## src/kf1d_pkg.sv

```systemverilog
// ----------------------------------------------------------------------------
// kf1d_pkg: shared types and constants
// Widths, sequencer states, datapath control and status bundles used by the
// 1-D Kalman measurement update.
// ----------------------------------------------------------------------------
package kf1d_pkg;

    localparam int DATA_W    = 32;
    localparam int CFG_IDX_W = 2;
    // |observation - mean| needs one bit more than the data
    localparam int MAG_W     = DATA_W + 1;
    localparam int CNT_W     = 6;

    localparam int SQ_LAST        = 3;
    localparam int MUL_LAST       = 4;
    localparam int DIV_MEAN_STEPS = MAG_W;
    localparam int DIV_DEV_STEPS  = 64;
    localparam int SQRT_STEPS     = 32;

    typedef enum logic [CFG_IDX_W-1:0] {
        CFG_TRANSITION_NOISE  = 2'd0,
        CFG_SENSOR_NOISE      = 2'd1,
        CFG_INITIAL_MEAN      = 2'd2,
        CFG_INITIAL_DEVIATION = 2'd3
    } t_cfg_idx;

    typedef enum logic [3:0] {
        ST_IDLE,
        ST_SQ,
        ST_CHK,
        ST_MUL1,
        ST_LD1,
        ST_DIV1,
        ST_MEAN,
        ST_MUL2,
        ST_LD2,
        ST_DIV2,
        ST_LDSQ,
        ST_SQRT,
        ST_OUT
    } t_state;

    typedef enum logic [2:0] {
        MS_DEV,
        MS_TN,
        MS_SN,
        MS_PMAG,
        MS_PZ2
    } t_mul_src;

    typedef enum logic [1:0] {
        SQ_NONE,
        SQ_LD_P,
        SQ_ADD_P,
        SQ_LD_H
    } t_sq_op;

    typedef enum logic [1:0] {
        LD_NONE,
        LD_DIV_MEAN,
        LD_DIV_DEV,
        LD_SQRT
    } t_ld_op;

    typedef struct packed {
        logic     ld_in;
        logic     mul_en;
        t_mul_src mul_src;
        logic [1:0] mul_pp;
        t_sq_op   sq_op;
        logic     acc_clr;
        logic     acc_add;
        t_ld_op   ld_op;
        logic     step_en;
        logic     step_sqrt;
        logic     mean_ld;
    } t_dp_ctrl;

    typedef struct packed {
        logic              h_zero;
        logic [DATA_W-1:0] new_mean;
        logic [DATA_W-1:0] new_dev;
    } t_dp_stat;

endpackage

```

## src/kf1d_dpath.sv

```systemverilog
// ----------------------------------------------------------------------------
// kf1d_dpath: shared arithmetic datapath
// One 32x32 multiplier with a 128-bit accumulator and one 64-bit
// compare/subtract unit shared by restoring division and integer square root.
// ----------------------------------------------------------------------------
module kf1d_dpath #(
    parameter int FRAC_BITS = 16
) (
    input  logic                               i_clk,
    input  logic                               i_rst_n,
    input  kf1d_pkg::t_dp_ctrl                 i_ctrl,
    input  logic signed [kf1d_pkg::DATA_W-1:0] i_observation,
    input  logic        [kf1d_pkg::DATA_W-1:0] i_est_mean,
    input  logic        [kf1d_pkg::DATA_W-1:0] i_est_dev,
    input  logic        [kf1d_pkg::DATA_W-1:0] i_tn,
    input  logic        [kf1d_pkg::DATA_W-1:0] i_sn,
    output kf1d_pkg::t_dp_stat                 o_stat
);

    localparam int MW = kf1d_pkg::MAG_W;

    logic [63:0]  r_prod;
    logic [1:0]   r_prod_sh;
    logic [63:0]  r_p;
    logic [63:0]  r_z2;
    logic [63:0]  r_h;
    logic [127:0] r_acc;
    logic [63:0]  r_rem;
    logic [127:0] r_num;
    logic [31:0]  r_root;
    logic [MW-1:0] r_mag;
    logic          r_neg;
    logic [31:0]   r_nm;

    logic [MW-1:0] diff;
    logic [MW-1:0] mag;
    logic [31:0]   mul_a;
    logic [31:0]   mul_b;
    logic [63:0]   mul_res;
    logic [1:0]    pp_sh;
    logic [63:0]   prod_shr;
    logic [127:0]  acc_addend;
    logic [127:0]  acc_sh;
    logic [63:0]   sub_a;
    logic [63:0]   sub_b;
    logic [64:0]   sub_res;
    logic          ge;
    logic [63:0]   sub_keep;
    logic [33:0]   mean_ext;
    logic [33:0]   q_ext;
    logic [33:0]   mean_sum;
    logic [31:0]   mean_sat;

    // signed difference and its magnitude
    assign diff = {i_observation[31], i_observation} - {i_est_mean[31], i_est_mean};
    assign mag  = diff[MW-1] ? (~diff + {{(MW-1){1'b0}}, 1'b1}) : diff;

    always_comb begin
        mul_a = '0;
        mul_b = '0;
        case (i_ctrl.mul_src)
            kf1d_pkg::MS_DEV: begin
                mul_a = i_est_dev;
                mul_b = i_est_dev;
            end
            kf1d_pkg::MS_TN: begin
                mul_a = i_tn;
                mul_b = i_tn;
            end
            kf1d_pkg::MS_SN: begin
                mul_a = i_sn;
                mul_b = i_sn;
            end
            kf1d_pkg::MS_PMAG: begin
                mul_a = i_ctrl.mul_pp[1] ? r_p[63:32] : r_p[31:0];
                mul_b = i_ctrl.mul_pp[0] ? {31'b0, r_mag[MW-1]} : r_mag[31:0];
            end
            kf1d_pkg::MS_PZ2: begin
                mul_a = i_ctrl.mul_pp[1] ? r_p[63:32] : r_p[31:0];
                mul_b = i_ctrl.mul_pp[0] ? r_z2[63:32] : r_z2[31:0];
            end
            default: begin
                mul_a = '0;
                mul_b = '0;
            end
        endcase
    end

    assign mul_res  = mul_a * mul_b;
    assign pp_sh    = {1'b0, i_ctrl.mul_pp[0]} + {1'b0, i_ctrl.mul_pp[1]};
    assign prod_shr = r_prod >> FRAC_BITS;
    assign acc_sh   = r_acc << FRAC_BITS;

    always_comb begin
        case (r_prod_sh)
            2'd0:    acc_addend = {64'b0, r_prod};
            2'd1:    acc_addend = {32'b0, r_prod, 32'b0};
            2'd2:    acc_addend = {r_prod, 64'b0};
            default: acc_addend = '0;
        endcase
    end

    // shared compare/subtract: division step or square root step
    always_comb begin
        if (i_ctrl.step_sqrt) begin
            sub_a = {28'b0, r_rem[33:0], r_num[127:126]};
            sub_b = {30'b0, r_root, 2'b01};
        end else begin
            sub_a = {r_rem[62:0], r_num[127]};
            sub_b = r_h;
        end
    end

    assign sub_res  = {1'b0, sub_a} - {1'b0, sub_b};
    assign ge       = ~sub_res[64];
    assign sub_keep = ge ? sub_res[63:0] : sub_a;

    // correction is never larger than the distance, so only the rare wrap saturates
    assign mean_ext = {{2{i_est_mean[31]}}, i_est_mean};
    assign q_ext    = {1'b0, r_num[MW-1:0]};
    assign mean_sum = r_neg ? (mean_ext - q_ext) : (mean_ext + q_ext);

    always_comb begin
        if (mean_sum[33:31] == 3'b000 || mean_sum[33:31] == 3'b111) begin
            mean_sat = mean_sum[31:0];
        end else if (mean_sum[33]) begin
            mean_sat = 32'h8000_0000;
        end else begin
            mean_sat = 32'h7FFF_FFFF;
        end
    end

    always_ff @(posedge i_clk) begin
        if (i_ctrl.ld_in) begin
            r_mag <= mag;
            r_neg <= diff[MW-1];
        end
        if (i_ctrl.mul_en) begin
            r_prod    <= mul_res;
            r_prod_sh <= pp_sh;
        end
        case (i_ctrl.sq_op)
            kf1d_pkg::SQ_LD_P:  r_p <= prod_shr;
            kf1d_pkg::SQ_ADD_P: r_p <= r_p + prod_shr;
            kf1d_pkg::SQ_LD_H: begin
                r_z2 <= prod_shr;
                r_h  <= r_p + prod_shr;
            end
            default: ;
        endcase
        if (i_ctrl.acc_clr) begin
            r_acc <= '0;
        end else if (i_ctrl.acc_add) begin
            r_acc <= r_acc + acc_addend;
        end
        case (i_ctrl.ld_op)
            kf1d_pkg::LD_DIV_MEAN: begin
                r_rem <= r_acc[MW+63:MW];
                r_num <= {r_acc[MW-1:0], {(128-MW){1'b0}}};
            end
            kf1d_pkg::LD_DIV_DEV: begin
                r_rem <= acc_sh[127:64];
                r_num <= {acc_sh[63:0], 64'b0};
            end
            kf1d_pkg::LD_SQRT: begin
                r_rem  <= '0;
                r_num  <= {r_num[63:0], 64'b0};
                r_root <= '0;
            end
            default: begin
                if (i_ctrl.step_en) begin
                    r_rem <= sub_keep;
                    if (i_ctrl.step_sqrt) begin
                        r_num  <= {r_num[125:0], 2'b00};
                        r_root <= {r_root[30:0], ge};
                    end else begin
                        r_num <= {r_num[126:0], ge};
                    end
                end
            end
        endcase
        if (i_ctrl.mean_ld) begin
            r_nm <= mean_sat;
        end
    end

    assign o_stat.h_zero   = (r_h == 64'b0);
    assign o_stat.new_mean = r_nm;
    assign o_stat.new_dev  = r_root;

    // quotient of the mean division must fit its 33 steps
    a_div_mean_range: assert property (@(posedge i_clk) disable iff (!i_rst_n)
        (i_ctrl.ld_op == kf1d_pkg::LD_DIV_MEAN) |-> (r_acc[127:MW] < {31'b0, r_h}))
        else $error("mean division numerator out of range");

    a_div_dev_range: assert property (@(posedge i_clk) disable iff (!i_rst_n)
        (i_ctrl.ld_op == kf1d_pkg::LD_DIV_DEV) |-> (acc_sh[127:64] < r_h))
        else $error("deviation division numerator out of range");

    // gain is at most one: correction never passes the observation
    a_gain_bound: assert property (@(posedge i_clk) disable iff (!i_rst_n)
        i_ctrl.mean_ld |-> (r_num[MW-1:0] <= r_mag))
        else $error("mean correction larger than innovation");

endmodule

```

## config.mk

```make
export PLATFORM = sky130hd
export DESIGN_NAME = kf1d_dpath
export DESIGN_NICKNAME = d
export VERILOG_FILES = /design/src/kf1d_pkg.sv /design/src/kf1d_dpath.sv
export SDC_FILE = /design/constraint.sdc
export NUM_CORES = 2
export LEC_CHECK = 0
export BUFFER_PORTS_ARGS = -buffer_cell sky130_fd_sc_hd__buf_2
export CAP_MARGIN = 40
export CORE_MARGIN = 2
export CORE_UTILIZATION = 30
export CTS_CLUSTER_DIAMETER = 60
export DETAILED_ROUTE_END_ITERATION = 12
export SETUP_SLACK_MARGIN = 0.1
export SKIP_CTS_REPAIR_TIMING = 1
export SYNTH_ARGS = -nofsm -noshare
export SYNTH_HDL_FRONTEND = slang
export SYNTH_SLANG_ARGS = --single-unit
```

## constraint.sdc

```tcl
create_clock -name i_clk -period 10.3 [get_ports i_clk]
set_input_delay 1.545 -clock i_clk [delete_from_list [all_inputs] [get_ports i_clk]]
set_output_delay 1.545 -clock i_clk [all_outputs]
set_load 0.02 [all_outputs]
```

# Word level (Yosys, flattened, before mapping)
# Cells that the tools add are included.
[word_totals]
regBits = 659
input_bits = 178
elab_cells = 72
out_inout_bits = 65
[op_classes]
bitwise_logic = 3
n_eq_ne = 13
n_reduce_logical = 12
muxes = 22
n_mul = 1
add_sub_neg = 8
[op_table]
columns = ["operator", "count"]
rows = [
  ["$pmux W128 S3", 2],
  ["$mux W128", 2],
  ["$mux W32", 8],
  ["$pmux W63 S3", 1],
  ["$pmux W32 S5", 1],
  ["$add A128 B128 Y128", 1],
  ["$mux W64", 2],
  ["$pmux W32 S4", 1],
  ["$pmux W64 S2", 1],
  ["$mux W63", 2],
  ["$sub A64 B64 Y65", 1],
  ["$add A64 B48 Y64", 1],
  ["$logic_not A64 Y1", 1],
  ["$mul A32 B32 Y64", 1],
  ["$pmux W32 S2", 1],
  ["$add A34 B33 Y34", 1],
  ["$mux W34", 1],
  ["$sub A34 B33 Y34", 1],
  ["$add A33 B1 Y33 const B", 1],
  ["$not A33 Y33", 1],
  ["$sub A32 B32 Y33", 1],
  ["$eq A2 B2 Y1 const B", 5],
  ["$eq A2 B1 Y1 const B", 3],
  ["$eq A3 B2 Y1 const B", 2],
  ["11 further kinds", 17],
]

# Longest topological paths before layout
[depth]
depth_word = 6
ltp_mapped = 40
mapped_depth_nobuf = 36

# Worst setup path after synthesis
# No wires, ideal clock.
[synth_path]
kind = "input port to flip-flop"
startpoint = "in i_ctrl[12] (netlist bit)"
endpoint = "reg r_prod[62], data pin"
n_path_buf = 4
slack_ns = -0.321
arrival_ns = 10.358
setup_time_ns = 0.264
path_stages = 33
t_required_ns = 10.036
cell_sequence = "clkbuf_1 buf_1 mux2i_1 nor2_1 a21oi_1 nor2_1 a221oi_1 clkbuf_1 nor2_1 fa_1 fa_1 inv_1 fa_1 fa_1 inv_1 fa_1 fa_1 fa_1 fa_1 ha_1 clkbuf_1 nand3_1 or3_1 o221a_2 o22ai_1 o31ai_1 nand2_1 o21a_1 a21oi_1 o31a_1 o21bai_1 a221oi_1 xnor2_1"
[synth_between]
elab_chain_cells = 4
[synth_lines]
columns = ["element", "line", "source"]
rows = [
  ["start: declaration", "kf1d_dpath.sv:11", "input kf1d_pkg::t_dp_ctrl i_ctrl,"],
  ["$eq A3 B3 Y1 or $eq A3 B2 Y1 (tied branches)", "kf1d_dpath.sv:61", "case (i_ctrl.mul_src)"],
  ["$reduce_or A2 Y1 (no line)", "-", ""],
  ["$pmux W32 S4", "kf1d_dpath.sv:61", ""],
  ["$mul A32 B32 Y64 *", "kf1d_dpath.sv:89", "assign mul_res = mul_a * mul_b;"],
  ["named net mul_res[62]", "kf1d_dpath.sv:39", "logic [63:0] mul_res;"],
  ["end signal: assignment", "kf1d_dpath.sv:139", "r_prod <= mul_res;"],
  ["end: declaration", "kf1d_dpath.sv:22", "logic [63:0] r_prod;"],
]
# Mark *: on every way through the listed nets, which the timed path passes. The rest lies on a longest branch.
# A chain may end at the register's enable or synchronous reset.

# Final worst setup path
# Same ends and word-level chain as after synthesis.

==> qor.txt <==
DETAILED ROUTING
------------------------------------------------------------------------------------------
Post-detailed-route count of antenna-violating nets                                      0
Routed wire length                                                               306000 um
DR WL/cell                                                                         23.6 um
Via total after detailed routing                                                     68000
Avg Vias per Cell                                                                     5.24
Number of remaining DRC errors                                                           0
Number of iterations in the first detailed-routing pass                                  8
DR iter-0 viols                                                                       6334

GLOBAL ROUTING
------------------------------------------------------------------------------------------
Number of global-route vias before repair                                            68800
Pin count of the biggest net entering global routing                                   153
Overall overflow remaining after global route                                            0
Antenna violations before repair                                                        25
Aggregate global-route resource usage                                                22.1%
Global-route wire length before repair                                           448000 um

LAYOUT
------------------------------------------------------------------------------------------
Layout Nets                                                                          11000
Layout cells sized above 1                                                           13.9%
Post-synthesis to final-layout area growth                                           16.7%
Final design area excluding fillers                                             0.0933 mm2

DIE
------------------------------------------------------------------------------------------
Height of the die                                                                   520 um
Total I/O pin count                                                                    243
Number of standard-cell rows in the floorplan                                          189
Floorplan die area                                                               0.271 mm2
Horizontal die dimension                                                            520 um
Initial core utilization                                                             30.2%
Total core area                                                                  0.265 mm2

WORST HOLD PATH
------------------------------------------------------------------------------------------
Cell depth of the worst min-delay path                                                   2
Classification of the worst-slack hold path                                        reg2reg

OUTCOME
------------------------------------------------------------------------------------------
Run status                                                                    finished, final reports clean

STA
------------------------------------------------------------------------------------------
Timing-limited maximum frequency                                                  99.4 MHz
Unrepaired setup endpoints after global routing                                       true
Tightest slew margin relative to the limit                                           30.4%
Setup violations, final                                                                  0
Transition time of the tightest slew-check pin                                     1040 ps
Worst Hold Slack                                                                    476 ps
Share of the clock period used by the worst path                                     97.6%
Post-Route Skew                                                                    45.8 ps
Final worst path period need                                                      10060 ps
Final Max Slew Viols                                                                     0
Hold Vio Cnt, Final                                                                      0

CLOCK TREE
------------------------------------------------------------------------------------------
Depth of the CTS H-tree                                                                  3
Clock edge transition at the registers on the reported setup and hold paths          60 ps
Number of buffers inserted during clock tree synthesis                                  84
Clock sink count                                                                       642
Root buf cell                                                                 sky130_fd_sc_hd__clkbuf_16
Clock insertion delay at the later pin of the skew report                           730 ps
Clock tree buffer depth                                                                  3
CTS tree                                                                             built

CRITICAL PATH
------------------------------------------------------------------------------------------
Critical Path Stages                                                                    33
Largest stage delay, worst path                                                     610 ps
CP Capture Type                                                                   register
Critical path's slowest cell                                                  sky130_fd_sc_hd__a222oi_1
Worst reg2reg setup slack                                                          1340 ps
Type of the setup path with the least slack                                         in2reg
Worst EP arrival                                                                  10510 ps
Highest net fanout along the worst path                                                 24
Worst path top cell family by delay                                            adder cells
Number of buffer and inverter stages on the critical path                                8
Most used cell, CP                                                            sky130_fd_sc_hd__fa_1
Crit path launch type                                                         primary input
Critical path required time                                                       10760 ps
Depth of the most critical reg-to-reg path                                              27

LOGIC SYNTHESIS
------------------------------------------------------------------------------------------
Commonest register cell after synthesis                                       sky130_fd_sc_hd__edfxtp_1
Most common cell in the netlist                                               sky130_fd_sc_hd__inv_1
Syn_area_per_cell                                                                 9.08 um2
Syn. warnings                                                                            0
Fraction of registers with async set/reset                                              0%
Cells after Synth                                                                     8804
Syn nets                                                                             10400
Number of enable-type register cells in the synthesized netlist                        531
Most instantiated cells after synthesis                                       sky130_fd_sc_hd__inv_1, sky130_fd_sc_hd__nor2_1, sky130_fd_sc_hd__fa_1
Sequential-to-total area share from yosys stat                                       22.7%
Total standard cell area after synthesis                                        0.0800 mm2
Area leader, netlist                                                          sky130_fd_sc_hd__fa_1
Leading cell types by total area after synthesis                              sky130_fd_sc_hd__fa_1, sky130_fd_sc_hd__edfxtp_1, sky130_fd_sc_hd__ha_1
Number of distinct library cells after synthesis                                        92
Number of flip-flops and latches in the synthesized netlist                            642
Synth top area share                                                                 22.6%

PLACEMENT
------------------------------------------------------------------------------------------
Placed standard-cell area                                                       0.0904 mm2
Count of buffers inserted at the top-level ports                                       241
Routability congestion estimate from global placement                                0.999
Detailed placement HPWL                                                          256000 um

POWER
------------------------------------------------------------------------------------------
Highest ir drop seen on vdd                                                         692 uV
Pwr dens                                                                        327 mW/mm2
Leakage power of the design                                                        42.1 nW
Sum of internal, switching and leakage power                                       30.5 mW

RUN
------------------------------------------------------------------------------------------
Max-cap viol count                                                                       0

report_power, final:
part | internal, mW | leakage, nW | switching, mW
Clock | 1.64 | 1.34 | 1.30
Combinational | 9.49 | 34.5 | 12.9
Sequential | 4.22 | 6.33 | 1.02
Total | 15.4 | 42.1 | 15.2
logic make-up (layout without fill, tap and decap cells):
group                      after synthesis  in the layout  share of synthesized area [%]
and+or+nand+nor                       2553           2553                           14.2
AOI/OAI and AO/OA                     1696           1696                           13.8
buffers and inverters                 1575           2218                           7.44
adders and majority gates             1460           1460                           31.3
DFF                                    642            642                           22.7
muxes                                  484            484                           6.23
xor gates and xnor gates               394            394                           4.32
other                                    0              2                              0
path summary, 6_finish.rpt:
path | from | endpoint
setup / recovery | i_ctrl[12] | r_prod[62]
hold / removal | r_acc[103] | r_acc[103]
setup reg to reg | r_mag[7] | r_prod[62]
hold reg to reg | r_acc[103] | r_acc[103]
worst min-delay path: stages (launching register included):
cell	delay (ps)
sky130_fd_sc_hd__dfxtp_1	330
sky130_fd_sc_hd__nand2_1	60
sky130_fd_sc_hd__o21ai_1	50
state kept, by name, summed over array words and instances (netlist names):
signal and count:
r_h 64, r_prod_sh 2, r_prod 64, r_num 128, r_nm 32, r_neg 1, r_rem 63, r_acc 111
r_root 32, r_z2 48, r_p 64, r_mag 33
placed cells by master (no fill, tap or decap), drive strengths merged, types with 102 or more instances in the layout:
cell type / n
inv: 1089
nor2: 1034
buf: 985
fa: 901
nand2: 778
ha: 559
a21oi: 554
edfxtp: 531
mux2i: 376
o21ai: 315
xnor2: 249
a21o: 200
nor2b: 164
xor2: 145
dfxtp: 111
mux2: 108
a221oi: 103
clkbuf: 102
per-layer routing:
metal  up-vias  GRT usage, %  routed length (um)
li1      30900             -                   -
met1     33900          28.9              128000
met2      2559          35.1              137000
met3       607          3.46               22100
met4        14          11.8               19200
met5         -             0                  97
metrics by stage:
stage | cells | util, % | TNS (ps) | setup WS (ps)
2_1_floorplan | 8804 | - | 0 | 118
3_3_place_gp | 12800 | 34.1 | -10870 | -738
3_5_place_dp | 12800 | 34.1 | -6460 | -547
4_1_cts | 13000 | 35.2 | 0 | 196
5_1_grt | 13000 | 35.2 | 0 | 73.0
6_report | 13000 | 35.2 | 0 | 242
layout make-up:
class / count / area, um2
clock buffers: 102 / 2200
fillers: 27000 / 172000
flip-flops and latches: 642 / 18200
clock inverters: 54 / 576
inverters: 1077 / 4040
multi-input cells: 6587 / 56200
diodes: 2 / 5.00
repair buffers: 985 / 7680
well taps: 3533 / 4420
No activity file was read; power rests on OpenSTA's default activity.
